===== src/rtl/tke_pkg.sv =====
// ----------------------------------------------------------------------------
// Trajectory kinematics estimator package
// Shared constants and register codes for the kinematics estimator.
// ----------------------------------------------------------------------------
`default_nettype none

package tke_pkg;

   // Configuration register index.
   typedef logic [0:0] csr_index_type;

   localparam csr_index_type CSR_INV_FRAME_TIME   = 1'b0;
   localparam csr_index_type CSR_HISTORY_DISCOUNT = 1'b1;

   // Register reset values.
   localparam logic [15:0] INV_FRAME_TIME_RESET   = 16'd640;
   localparam logic [15:0] HISTORY_DISCOUNT_RESET = 16'd52429;

   // Saturation limits of the result fields.
   localparam logic [23:0] VEL_MAX     = 24'h7FFFFF;
   localparam logic [23:0] VEL_MIN     = 24'h800000;
   localparam logic [22:0] SPEED_MAX   = 23'h7FFFFF;
   localparam logic [15:0] HEADING_MAX = 16'h7FFF;

   // Sample counter saturates here.
   localparam logic [2:0] SAMPLES_MAX = 3'd7;

   // Norm inputs are brought below this bound before squaring.
   localparam logic [63:0] NORM_LIMIT = 64'd16777216;

   // Weight of the current speed in the weighted average (1.0 in Q3.16).
   localparam logic [18:0] WEIGHT_ONE = 19'd65536;

endpackage

`default_nettype wire


===== src/rtl/trajectory_kinematics_estimator.sv =====
// ----------------------------------------------------------------------------
// Trajectory kinematics estimator
// Finite-difference velocity, speed, heading, acceleration and discounted
// average speed from one tracked 2-D position per frame.
// ----------------------------------------------------------------------------
`default_nettype none

// Each item is worked on alone: req_ready is high only while the sequencer is
// idle, and a finished result sits in an output register so the next item can
// be taken while it waits. The time from one accepted item to the next is set
// by the shared subtract and compare unit, which runs the 32-step square root,
// two 16-step heading divisions and the 23-step division of the weighted
// average, plus the shifts of the norm scaling (up to POS_WIDTH - 24) and the
// S_WH, S_WW and S_WN states of each history tap in use. A first sample of a
// track skips this work and goes straight to the hand-over. A stalled result
// channel holds the sequencer in its hand-over state while the result register
// stays full. The one multiplier handles all products, one per cycle.
module trajectory_kinematics_estimator #(
   parameter int HISTORY_TAPS = 3,
   parameter int POS_WIDTH    = 24
) (
   input  wire                        clock,
   input  wire                        reset,
   // Configuration port
   input  wire                        csr_we,
   input  tke_pkg::csr_index_type     csr_index,
   input  wire  [15:0]                csr_wdata,
   // Input channel
   input  wire                        req_valid,
   output logic                       req_ready,
   input  wire  signed [POS_WIDTH-1:0] req_pos_x,
   input  wire  signed [POS_WIDTH-1:0] req_pos_y,
   input  wire                        req_track_start,
   // Result channel
   output logic                       rsp_valid,
   input  wire                        rsp_ready,
   output logic signed [23:0]         rsp_vel_x,
   output logic signed [23:0]         rsp_vel_y,
   output logic [22:0]                rsp_speed,
   output logic signed [15:0]         rsp_heading_x,
   output logic signed [15:0]         rsp_heading_y,
   output logic [22:0]                rsp_weighted_speed,
   output logic signed [23:0]         rsp_acc_x,
   output logic signed [23:0]         rsp_acc_y,
   output logic                       rsp_vel_valid,
   output logic                       rsp_acc_valid
);
   import tke_pkg::*;

   localparam int W    = POS_WIDTH;
   localparam int KMAX = (W > 24) ? (W - 24) : 0;
   localparam int KW   = (KMAX > 0) ? $clog2(KMAX + 1) : 1;
   localparam int AW   = 32 + KMAX;
   localparam int PW   = AW + 24;
   localparam int TW   = $clog2(HISTORY_TAPS + 1);
   localparam int IW   = (HISTORY_TAPS > 1) ? $clog2(HISTORY_TAPS) : 1;

   typedef enum logic [4:0] {
      S_IDLE, S_NORM, S_MVX, S_MVY, S_MAX, S_MAY, S_MSQX, S_MSQY,
      S_SQLD, S_SQRT, S_MSPD, S_HXLD, S_HX, S_HYLD, S_HY, S_WLD,
      S_WH, S_WW, S_WN, S_WDLD, S_WDIV, S_FIN
   } state_type;

   // Velocity scaling: drop 8 fraction bits and saturate by sign.
   function automatic logic [23:0] sat_vel(input logic [PW-1:0] prod, input logic neg);
      logic [PW-1:0] p;
      logic [23:0]   r;
      p = prod >> 8;
      if (neg) begin
         r = (64'(p) > 64'(VEL_MIN)) ? VEL_MIN : 24'(-p[23:0]);
      end else begin
         r = (64'(p) > 64'(VEL_MAX)) ? VEL_MAX : p[23:0];
      end
      return r;
   endfunction

   // Heading component from the division quotient.
   function automatic logic [15:0] head_val(input logic [15:0] q, input logic neg,
                                            input logic zero_root);
      logic [15:0] h;
      h = (q > HEADING_MAX) ? HEADING_MAX : q;
      if (zero_root) begin
         h = '0;
      end else if (neg) begin
         h = 16'(-h);
      end
      return h;
   endfunction

   state_type state_ff;

   // Configuration and track state.
   logic [15:0]          inv_ff, disc_ff;
   logic signed [W-1:0]  last_x_ff, last_y_ff;
   logic [23:0]          last_vx_ff, last_vy_ff;
   logic [22:0]          hist_ff [HISTORY_TAPS];
   logic [2:0]           samples_ff;

   // Item datapath.
   logic signed [W-1:0]  x_ff, y_ff;
   logic                 first_ff, negx_ff, negy_ff;
   logic [W-1:0]         magx_ff, magy_ff, shx_ff, shy_ff;
   logic [KW-1:0]        k_ff;
   logic [23:0]          vx_ff, vy_ff, accx_ff, accy_ff;
   logic [47:0]          sq_ff;
   logic [PW-1:0]        prod_ff;
   logic [63:0]          rem_ff, root_ff, dvs_ff;
   logic [22:0]          quo_ff;
   logic [4:0]           cnt_ff;
   logic [22:0]          spd_ff;
   logic [15:0]          hx_ff, hy_ff, w_ff;
   logic [41:0]          num_ff;
   logic [18:0]          den_ff;
   logic [TW-1:0]        tap_ff;

   // Result register.
   logic                 out_valid_ff;
   logic [23:0]          out_vx_ff, out_vy_ff, out_ax_ff, out_ay_ff;
   logic [22:0]          out_spd_ff, out_wspd_ff;
   logic [15:0]          out_hx_ff, out_hy_ff;
   logic                 out_vv_ff, out_av_ff;

   // Position steps of an arriving item.
   logic signed [W:0]    dx_c, dy_c;
   assign dx_c = {req_pos_x[W-1], req_pos_x} - {last_x_ff[W-1], last_x_ff};
   assign dy_c = {req_pos_y[W-1], req_pos_y} - {last_y_ff[W-1], last_y_ff};

   // Velocity differences for the acceleration.
   logic [24:0]          dvx_c, dvy_c;
   logic [23:0]          dvx_mag, dvy_mag;
   assign dvx_c   = {vx_ff[23], vx_ff} - {last_vx_ff[23], last_vx_ff};
   assign dvy_c   = {vy_ff[23], vy_ff} - {last_vy_ff[23], last_vy_ff};
   assign dvx_mag = dvx_c[24] ? 24'(-dvx_c) : dvx_c[23:0];
   assign dvy_mag = dvy_c[24] ? 24'(-dvy_c) : dvy_c[23:0];

   // Number of history taps in use for this item.
   logic [2:0]           sm1_c;
   logic [TW-1:0]        nh_c;
   assign sm1_c = samples_ff - 3'd1;
   assign nh_c  = (32'(sm1_c) > HISTORY_TAPS) ? TW'(HISTORY_TAPS) : TW'(sm1_c);

   // Shared multiplier operand selection.
   logic [AW-1:0]        mul_a;
   logic [23:0]          mul_b;
   always_comb begin
      mul_a = '0;
      mul_b = '0;
      unique case (state_ff)
         S_MVX:   begin mul_a = AW'(magx_ff); mul_b = 24'(inv_ff); end
         S_MVY:   begin mul_a = AW'(magy_ff); mul_b = 24'(inv_ff); end
         S_MAX:   begin mul_a = AW'(dvx_mag); mul_b = 24'(inv_ff); end
         S_MAY:   begin mul_a = AW'(dvy_mag); mul_b = 24'(inv_ff); end
         S_MSQX:  begin mul_a = AW'(24'(shx_ff)); mul_b = 24'(shx_ff); end
         S_MSQY:  begin mul_a = AW'(24'(shy_ff)); mul_b = 24'(shy_ff); end
         S_MSPD:  begin mul_a = AW'(root_ff[31:0]) << k_ff; mul_b = 24'(inv_ff); end
         S_WH:    begin mul_a = AW'(hist_ff[tap_ff[IW-1:0]]); mul_b = 24'(w_ff); end
         S_WW:    begin mul_a = AW'(w_ff); mul_b = 24'(w_ff); end
         default: begin mul_a = '0; mul_b = '0; end
      endcase
   end

   // Shared subtract and compare unit: square root trial or shifted divisor.
   logic [63:0]          trial_c;
   logic [64:0]          diff_c;
   logic                 ge_c;
   assign trial_c = (state_ff == S_SQRT) ? (root_ff + dvs_ff) : dvs_ff;
   assign diff_c  = {1'b0, rem_ff} - {1'b0, trial_c};
   assign ge_c    = !diff_c[64];

   logic [PW-1:0]        spd_p;
   assign spd_p = prod_ff >> 15;

   logic                 out_free;
   assign out_free  = !out_valid_ff || rsp_ready;
   assign req_ready = (state_ff == S_IDLE);

   // Multiplier output register.
   always_ff @(posedge clock) begin
      prod_ff <= PW'(mul_a) * PW'(mul_b);
   end

   // Sequencer, datapath, track state and result register.
   always_ff @(posedge clock) begin
      if (reset) begin
         state_ff     <= S_IDLE;
         out_valid_ff <= 1'b0;
         inv_ff       <= INV_FRAME_TIME_RESET;
         disc_ff      <= HISTORY_DISCOUNT_RESET;
         last_x_ff    <= '0;
         last_y_ff    <= '0;
         last_vx_ff   <= '0;
         last_vy_ff   <= '0;
         samples_ff   <= '0;
         for (int j = 0; j < HISTORY_TAPS; j++) begin
            hist_ff[j] <= '0;
         end
      end else begin
         // Configuration writes.
         if (csr_we) begin
            unique case (csr_index)
               CSR_INV_FRAME_TIME:   inv_ff  <= csr_wdata;
               CSR_HISTORY_DISCOUNT: disc_ff <= csr_wdata;
            endcase
         end

         // A taken result empties the register unless a new one enters.
         if (out_valid_ff && rsp_ready && (state_ff != S_FIN)) begin
            out_valid_ff <= 1'b0;
         end

         unique case (state_ff)
            S_IDLE: begin
               if (req_valid) begin
                  x_ff     <= req_pos_x;
                  y_ff     <= req_pos_y;
                  first_ff <= req_track_start || (samples_ff == 3'd0);
                  negx_ff  <= dx_c[W];
                  negy_ff  <= dy_c[W];
                  magx_ff  <= dx_c[W] ? W'(-dx_c) : W'(dx_c);
                  magy_ff  <= dy_c[W] ? W'(-dy_c) : W'(dy_c);
                  shx_ff   <= dx_c[W] ? W'(-dx_c) : W'(dx_c);
                  shy_ff   <= dy_c[W] ? W'(-dy_c) : W'(dy_c);
                  k_ff     <= '0;
                  state_ff <= (req_track_start || (samples_ff == 3'd0)) ? S_FIN : S_NORM;
               end
            end
            // Scale both magnitudes down together until they fit 24 bits.
            S_NORM: begin
               if ((64'(shx_ff) >= NORM_LIMIT) || (64'(shy_ff) >= NORM_LIMIT)) begin
                  shx_ff <= shx_ff >> 1;
                  shy_ff <= shy_ff >> 1;
                  k_ff   <= k_ff + KW'(1);
               end else begin
                  state_ff <= S_MVX;
               end
            end
            S_MVX: state_ff <= S_MVY;
            S_MVY: begin
               vx_ff    <= sat_vel(prod_ff, negx_ff);
               state_ff <= S_MAX;
            end
            S_MAX: begin
               vy_ff    <= sat_vel(prod_ff, negy_ff);
               state_ff <= S_MAY;
            end
            S_MAY: begin
               accx_ff  <= sat_vel(prod_ff, dvx_c[24]);
               state_ff <= S_MSQX;
            end
            S_MSQX: begin
               accy_ff  <= sat_vel(prod_ff, dvy_c[24]);
               state_ff <= S_MSQY;
            end
            S_MSQY: begin
               sq_ff    <= prod_ff[47:0];
               state_ff <= S_SQLD;
            end
            S_SQLD: begin
               rem_ff   <= (64'(sq_ff) + 64'(prod_ff[47:0])) << 14;
               root_ff  <= '0;
               dvs_ff   <= 64'd1 << 62;
               cnt_ff   <= 5'd31;
               state_ff <= S_SQRT;
            end
            // One result bit of the square root per cycle.
            S_SQRT: begin
               if (ge_c) begin
                  rem_ff  <= diff_c[63:0];
                  root_ff <= (root_ff >> 1) + dvs_ff;
               end else begin
                  root_ff <= root_ff >> 1;
               end
               dvs_ff <= dvs_ff >> 2;
               cnt_ff <= cnt_ff - 5'd1;
               if (cnt_ff == 5'd0) begin
                  state_ff <= S_MSPD;
               end
            end
            S_MSPD: state_ff <= S_HXLD;
            S_HXLD: begin
               spd_ff   <= (64'(spd_p) > 64'(SPEED_MAX)) ? SPEED_MAX : spd_p[22:0];
               rem_ff   <= 64'(24'(shx_ff)) << 22;
               dvs_ff   <= 64'(root_ff[31:0]) << 15;
               quo_ff   <= '0;
               cnt_ff   <= 5'd15;
               state_ff <= S_HX;
            end
            S_HX, S_HY, S_WDIV: begin
               // Restoring division, one quotient bit per cycle.
               if (ge_c) begin
                  rem_ff <= diff_c[63:0];
               end
               quo_ff <= {quo_ff[21:0], ge_c};
               dvs_ff <= dvs_ff >> 1;
               cnt_ff <= cnt_ff - 5'd1;
               if (cnt_ff == 5'd0) begin
                  priority case (state_ff)
                     S_HX:    state_ff <= S_HYLD;
                     S_HY:    state_ff <= S_WLD;
                     default: state_ff <= S_FIN;
                  endcase
               end
            end
            S_HYLD: begin
               hx_ff    <= head_val(quo_ff[15:0], negx_ff, root_ff[31:0] == 32'd0);
               rem_ff   <= 64'(24'(shy_ff)) << 22;
               dvs_ff   <= 64'(root_ff[31:0]) << 15;
               quo_ff   <= '0;
               cnt_ff   <= 5'd15;
               state_ff <= S_HY;
            end
            S_WLD: begin
               hy_ff    <= head_val(quo_ff[15:0], negy_ff, root_ff[31:0] == 32'd0);
               num_ff   <= 42'(spd_ff) << 16;
               den_ff   <= WEIGHT_ONE;
               w_ff     <= disc_ff;
               tap_ff   <= '0;
               state_ff <= (nh_c == '0) ? S_WDLD : S_WH;
            end
            // Per tap: history times weight, then the next weight as a square.
            S_WH: begin
               den_ff   <= den_ff + 19'(w_ff);
               state_ff <= S_WW;
            end
            S_WW: begin
               num_ff   <= num_ff + 42'(prod_ff[38:0]);
               state_ff <= S_WN;
            end
            S_WN: begin
               w_ff     <= prod_ff[31:16];
               tap_ff   <= tap_ff + TW'(1);
               state_ff <= ((tap_ff + TW'(1)) == nh_c) ? S_WDLD : S_WH;
            end
            S_WDLD: begin
               rem_ff   <= 64'(num_ff);
               dvs_ff   <= 64'(den_ff) << 22;
               quo_ff   <= '0;
               cnt_ff   <= 5'd22;
               state_ff <= S_WDIV;
            end
            // Hand the item over and update the track state.
            S_FIN: begin
               if (out_free) begin
                  out_valid_ff <= 1'b1;
                  last_x_ff    <= x_ff;
                  last_y_ff    <= y_ff;
                  if (first_ff) begin
                     out_vx_ff   <= '0;
                     out_vy_ff   <= '0;
                     out_spd_ff  <= '0;
                     out_hx_ff   <= '0;
                     out_hy_ff   <= '0;
                     out_wspd_ff <= '0;
                     out_ax_ff   <= '0;
                     out_ay_ff   <= '0;
                     out_vv_ff   <= 1'b0;
                     out_av_ff   <= 1'b0;
                     last_vx_ff  <= '0;
                     last_vy_ff  <= '0;
                     samples_ff  <= 3'd1;
                     for (int j = 0; j < HISTORY_TAPS; j++) begin
                        hist_ff[j] <= '0;
                     end
                  end else begin
                     out_vx_ff   <= vx_ff;
                     out_vy_ff   <= vy_ff;
                     out_spd_ff  <= spd_ff;
                     out_hx_ff   <= hx_ff;
                     out_hy_ff   <= hy_ff;
                     out_wspd_ff <= quo_ff;
                     out_vv_ff   <= 1'b1;
                     if (samples_ff >= 3'd2) begin
                        out_ax_ff <= accx_ff;
                        out_ay_ff <= accy_ff;
                        out_av_ff <= 1'b1;
                     end else begin
                        out_ax_ff <= '0;
                        out_ay_ff <= '0;
                        out_av_ff <= 1'b0;
                     end
                     last_vx_ff <= vx_ff;
                     last_vy_ff <= vy_ff;
                     if (samples_ff < SAMPLES_MAX) begin
                        samples_ff <= samples_ff + 3'd1;
                     end
                     for (int j = HISTORY_TAPS - 1; j > 0; j--) begin
                        hist_ff[j] <= hist_ff[j-1];
                     end
                     hist_ff[0] <= spd_ff;
                  end
                  state_ff <= S_IDLE;
               end
            end
            default: state_ff <= S_IDLE;
         endcase
      end
   end

   // Result ports.
   assign rsp_valid          = out_valid_ff;
   assign rsp_vel_x          = out_vx_ff;
   assign rsp_vel_y          = out_vy_ff;
   assign rsp_speed          = out_spd_ff;
   assign rsp_heading_x      = out_hx_ff;
   assign rsp_heading_y      = out_hy_ff;
   assign rsp_weighted_speed = out_wspd_ff;
   assign rsp_acc_x          = out_ax_ff;
   assign rsp_acc_y          = out_ay_ff;
   assign rsp_vel_valid      = out_vv_ff;
   assign rsp_acc_valid      = out_av_ff;

endmodule

`default_nettype wire

===== config.mk =====
export PLATFORM = sky130hd
export DESIGN_NAME = trajectory_kinematics_estimator
export DESIGN_NICKNAME = d
export VERILOG_FILES = /design/src/rtl/tke_pkg.sv /design/src/rtl/trajectory_kinematics_estimator.sv
export SDC_FILE = /design/constraint.sdc
export NUM_CORES = 2
export LEC_CHECK = 0
export BUFFER_PORTS_ARGS = -buffer_cell sky130_fd_sc_hd__buf_4
export CAP_MARGIN = 40
export CELL_PAD_IN_SITES_DETAIL_PLACEMENT = 2
export CELL_PAD_IN_SITES_GLOBAL_PLACEMENT = 2
export CORE_MARGIN = 2
export CORE_UTILIZATION = 42
export DETAILED_ROUTE_END_ITERATION = 10
export PLACE_DENSITY = 0.83
export REMOVE_ABC_BUFFERS = 1
export SLEW_MARGIN = 10
export SYNTH_ARGS = -nofsm -noshare
export SYNTH_HDL_FRONTEND = slang
export SYNTH_SLANG_ARGS = --single-unit

===== constraint.sdc =====
create_clock -name clock -period 13.54 [get_ports clock]
set_input_delay 0 -clock clock [delete_from_list [all_inputs] [get_ports clock]]
set_output_delay 0 -clock clock [all_outputs]
set_load 0.03 [all_outputs]

# ---- Yosys cells after proc, flatten, opt, wreduce, memory -nomap -nowiden
# Memory sizes are Yosys's and may differ from the RTL's. A register that Yosys moved wholly into a read port is not among the register bits.
# Cells that the tools add are included.
dict set report op_classes {
  add_sub_neg 20
  multipliers 1
  n_lt_le_gt_ge 7
  eq_ne 28
  n_mux 64
  bitwise_logic 9
  n_reduce_logical 52
}
# operator count
set ops {}
lappend ops {{one-hot mux 64 bit (5 select lines)} 2}
lappend ops {{2-to-1 mux 24 bit} 12}
lappend ops {{one-hot mux 32 bit (7 select lines)} 1}
lappend ops {{2-to-1 mux 64 bit} 3}
lappend ops {{2-to-1 mux 23 bit} 6}
lappend ops {{one-hot mux 64 bit (2 select lines)} 1}
lappend ops {{negation 24 bit} 5}
lappend ops {{one-hot mux 5 bit (20 select lines)} 1}
lappend ops {{subtractor 24 x 24 -> 25 bit} 4}
lappend ops {{one-hot mux 24 bit (4 select lines)} 1}
lappend ops {{one-hot mux 42 bit (2 select lines)} 1}
lappend ops {{subtractor 64 x 64 -> 65 bit} 1}
lappend ops {{adder 63 x 64 -> 64 bit} 1}
lappend ops {{adder 64 bit} 1}
lappend ops {{multiplier 32 x 24 -> 56 bit} 1}
lappend ops {{adder 48 x 48 -> 49 bit} 1}
lappend ops {{> comparator 48 x 23 -> 1 bit (second input constant)} 1}
lappend ops {{> comparator 48 x 24 -> 1 bit (second input constant)} 1}
lappend ops {{2-to-1 mux 16 bit} 3}
lappend ops {{one-hot mux 23 bit (2 select lines)} 1}
lappend ops {{adder 42 x 39 -> 42 bit} 1}
lappend ops {{> comparator 41 x 23 -> 1 bit (second input constant)} 1}
lappend ops {{equality test 5 x 4 -> 1 bit (second input constant)} 8}
lappend ops {{one-hot mux 19 bit (2 select lines)} 1}
lappend ops {{other kinds (45)} 122}
dict set report word_totals {
  regBits 966
  mem_bits_rw 69
  output_inout_bits 178
  elab_cells 226
  memories 1
}
# memory depth word_bits read_ports rd_clocked_by_memory_dff write_ports line_no
set mem_list {}
lappend mem_list {hist_ff 3 23 3 1 3 trajectory_kinematics_estimator.sv:96} ;# logic [22:0] hist_ff [HISTORY_TAPS];

# ---- Depth between registers and ports, before layout
dict set report logic_depth {
  depth_word 8
  ltp_mapped 45
  mapped_depth_nobuf 43
}

# ---- Least setup slack after synthesis
# Ideal clock, no wire load.
dict set report synth_path {
  path_type {reg2reg}
  start {reg state_ff[1]}
  end {reg rem_ff[0] (enable)}
  setup_time_ns 0.584
  t_arrival_ns 11.341
  setup_slack_ns 1.615
  stages_incl_launch_ff 8
  period_less_slack_ns 11.925
  path_cell_list {dfxtp_1 > clkbuf_1 > clkbuf_1 > nor2_1 > nand2_1 > nor3_1 > or2_2 > a21boi_0}
}
dict set report synth_via {
  elab_chain_len 5
}
# element line_no
set synth_lines {}
lappend synth_lines {{start, declared} trajectory_kinematics_estimator.sv:90} ;# state_type state_ff;
lappend synth_lines {{start signal, assigned} trajectory_kinematics_estimator.sv:224} ;# state_ff <= (req_track_start || (samples_ff == 3'd0)) ? S_FIN : S_NORM;
lappend synth_lines {{start signal, assigned} trajectory_kinematics_estimator.sv:318} ;# state_ff <= (nh_c == '0) ? S_WDLD : S_WH;
lappend synth_lines {{start signal, assigned} trajectory_kinematics_estimator.sv:332} ;# state_ff <= ((tap_ff + TW'(1)) == nh_c) ? S_WDLD : S_WH;
lappend synth_lines {{equality test 5 x 4 -> 1 bit} {trajectory_kinematics_estimator.sv:166, trajectory_kinematics_estimator.sv:211}}
lappend synth_lines {{2-to-1 mux 64 bit} trajectory_kinematics_estimator.sv:166} ;# assign trial_c = (state_ff == S_SQRT) ? (root_ff + dvs_ff) : dvs_ff;
lappend synth_lines {{subtractor 64 x 64 -> 65 bit} trajectory_kinematics_estimator.sv:167} ;# assign diff_c = {1'b0, rem_ff} - {1'b0, trial_c};
lappend synth_lines {{inequality test 2 bit (no source line)} -}
lappend synth_lines {{AND reduction 3 bit (no source line) (*)} -}
lappend synth_lines {{end signal, assigned} trajectory_kinematics_estimator.sv:259} ;# rem_ff <= (64'(sq_ff) + 64'(prod_ff[47:0])) << 14;
lappend synth_lines {{end signal, assigned} trajectory_kinematics_estimator.sv:268} ;# rem_ff <= diff_c[63:0];
lappend synth_lines {{end signal, assigned} trajectory_kinematics_estimator.sv:282} ;# rem_ff <= 64'(24'(shx_ff)) << 22;
lappend synth_lines {{end, declared} trajectory_kinematics_estimator.sv:107} ;# logic [63:0] rem_ff, root_ff, dvs_ff;
# Every way passes the cells marked *; elsewhere a longest branch is shown, timed or not.
# A chain may end at the register's enable or synchronous reset.

# ---- Worst setup path in the final report
dict set report layout_path {
  start {reg vx_ff[0]}
  end {reg prod_ff[50]}
}
dict set report layout_via {
  elab_chain_len 5
}
# element line_no
set layout_lines {}
lappend layout_lines {{start, declared} trajectory_kinematics_estimator.sv:104} ;# logic [23:0] vx_ff, vy_ff, accx_ff, accy_ff;
lappend layout_lines {{start signal, assigned} trajectory_kinematics_estimator.sv:239} ;# vx_ff <= sat_vel(prod_ff, negx_ff);
lappend layout_lines {{subtractor 24 x 24 -> 25 bit (*)} trajectory_kinematics_estimator.sv:131} ;# assign dvx_c = {vx_ff[23], vx_ff} - {last_vx_ff[23], last_vx_ff};
lappend layout_lines {{negation 24 bit} trajectory_kinematics_estimator.sv:133} ;# assign dvx_mag = dvx_c[24] ? 24'(-dvx_c) : dvx_c[23:0];
lappend layout_lines {{2-to-1 mux 24 bit (*)} trajectory_kinematics_estimator.sv:133}
lappend layout_lines {{one-hot mux 32 bit (7 select lines) (*)} trajectory_kinematics_estimator.sv:148} ;# unique case (state_ff)
lappend layout_lines {{multiplier 32 x 24 -> 56 bit (*)} trajectory_kinematics_estimator.sv:179} ;# prod_ff <= PW'(mul_a) * PW'(mul_b);
lappend layout_lines {{end signal, assigned} trajectory_kinematics_estimator.sv:179}
lappend layout_lines {{end, declared} trajectory_kinematics_estimator.sv:106} ;# logic [PW-1:0] prod_ff;
# Marks and branches as above.

==> reports/qor.yml <==
status: "complete, no violations"
powerDensity_nw_per_um2: 172
slew_headroom_pct: 23.8
ir_drop_v: 0.000133
synth-seq-cells: 1036
die_area_um2: 216000
maxSlewViolCount: 0
wl_per_cell_um: 32.6
vias: 80300
drive_above_1_share_pct: 8.12
synthFlopType: "edfxtp_1"
die_w_um: 465
antenna_found_initial: 41
cts_buffers: 121
cp_num_buf_inv: 10
ant_nets: 0
start_util_pct: 42.2
synth-warning-count: 0
cp_common_cell: "fa_1"
finalCritPeriodShare_pct: 93.2
layout_common_cells: "1,248 x nand2_1, 1,040 x inv_1, 841 x edfxtp_1, 715 x a21oi_1, 668 x fa_1"
cpPeakStageDelay_ps: 590
path_class: "register to register"
cp-startpoint: "vx_ff[0]"
min_from: "csr_we"
fp.dieH_um: 465
setup_violations: 0
ys_seq_area_share_pct: 32.7
worstMarginPinSlew_ps: 1140
synthToLayoutAreaGrowth_pct: 12.7
cts_resized: 0
first_pass_iters: 8
io_pins: 249
rows: 169
crit_fanout: 40
first_global_vias: 89200
fin_util_pct: 47.6
holdWs_ps: 65.7
rsz0062_at_grt: "no"
cp_slowest_cell: "nand3_1"
p_total_mw: 17.4
h-tree-depth: 3
critical_path_arrival_ps: 13330
finalSetupTns_ps: 0
port_buffers: 248
min_period_ps: 12620
syn_area_um2: 89300
final_nets: 11200
finalHoldViolations: 0
endpoint_kind: "register"
grt.total_usage_pct: 38.2
clockRootBuffer: "clkbuf_16"
clk_latency_ps: 860
grt_pass1_wl_um: 614000
worstReg2RegStart: "vx_ff[0]"
grt_overflow: 0
gp_congestion: 0.996
crit_family: "adder cells"
startpoint_type: "register"
cts_tree: "done"
finClkSkew_ps: 88.4
max_freq_mhz: 79.3
clkTransAtPathRegs_ps: 70
synth-edff-count: 841
postCtsSetupRepairBufs: 0
route.detailed.drc: 0
grt_max_degree: 75
final_common_cell: "nand2_1"
avgSynthCellArea_um2: 9.32
worstHoldPathType: "input port to register"
core_area_um2: 212000
required_ps: 14260
clkSinkCount: 1036
total_leakage_power_nw: 42.4
cap_violations: 0
hpwlAfterDp_um: 303000
syn_inst: 9585
drt_wl_total_um: 419000
yosysUniqueCellTypes: 97
clk_path_buf_depth: 3
hold_buffers: 118
via_per_inst: 6.26
synthArstFlopShare_pct: 0
drt-initial-drc-count: 8004
[stage by stage]
stage / setup slack [ps] / instances / instance area, um^2
after floorplan: -1380 / 9177 / 87700
after global placement: 1540 / 12400 / 94900
after detailed placement: 1330 / 12500 / 95300
after CTS: 1170 / 12800 / 101000
after global routing: 468 / 12800 / 101000
final: 923 / 12800 / 101000
[synth_stat cells, types with 123 or more instances]
cell,count,share of area [%]
dfxtp_1,195,4.4
o21ai_0,356,2.0
and2_1,313,2.2
a21o_1,291,2.4
nand2_1,1249,5.2
fa_1,668,15
xor2_1,183,1.8
xnor2_1,300,2.9
nor2_1,577,2.4
edfxtp_1,841,28
nor2b_1,236,1.7
inv_1,1041,4.4
nor3_1,123,0.69
a21oi_1,720,4.0
ha_1,583,8.2
clkbuf_1,412,1.7
[power breakdown]
part	internal, mW	switching, mW
combinational	3.16	6.52
clock	1.91	1.61
sequential	3.83	0.317
[worst register-to-register path, delay by kind of cell, from the launching register on]
kind            cells  cell delay [ps]
compound gates     12             3340
xor+xnor            2              320
fa+ha+maj          10             4630
buf+inv            10             1470
flops               1              390
simple gates        8             2310
[path summary, 6_finish.rpt]
path | end | slack, ps | depth (start not counted)
worst max register to register | prod_ff[50] | 920 | 42
worst max-delay path | prod_ff[50] | 920 | 42
worst min-delay path | disc_ff[9] | 70 | 4
worst min register to register | last_vx_ff[18] | 470 | 2
[flip-flops by register name (all words and copies together) (netlist names), 42 cells and up, named ones only]
name	count
hist_ff	69
rem_ff	64
root_ff	64
dvs_ff	63
prod_ff	56
sq_ff	48
num_ff	42
[final cells by class]
class	instances	area (um^2)
clock buffer	164	3350
fill	22200	111000
sequential	1036	29200
antenna	15	37.5
clock inverter	59	684
inverter	1043	3920
multi-input combinational	7098	54900
tap	2821	3530
timing repair buffer	599	5090
[routing by layer]
layer	GRT usage, %	share of wire [%]
met1	45.4	37
met3	7.97	8.2
met2	62.2	47
met5	0.571	0.053
met4	25.7	8.0
[cells by family after synthesis]
kind of cell	after synthesis	share of synthesized area [%]
AO/OA/AOI/OAI	2192	16.1
multiplexers	71	0.813
buffers and inverters	1513	6.46
adder cells (fa/ha/maj)	1251	23.1
AND/OR/NAND/NOR	3037	16.1
XOR/XNOR	483	4.74
other	2	0.00841
flip-flops	1036	32.7
(Power assumes the default switching activity.)
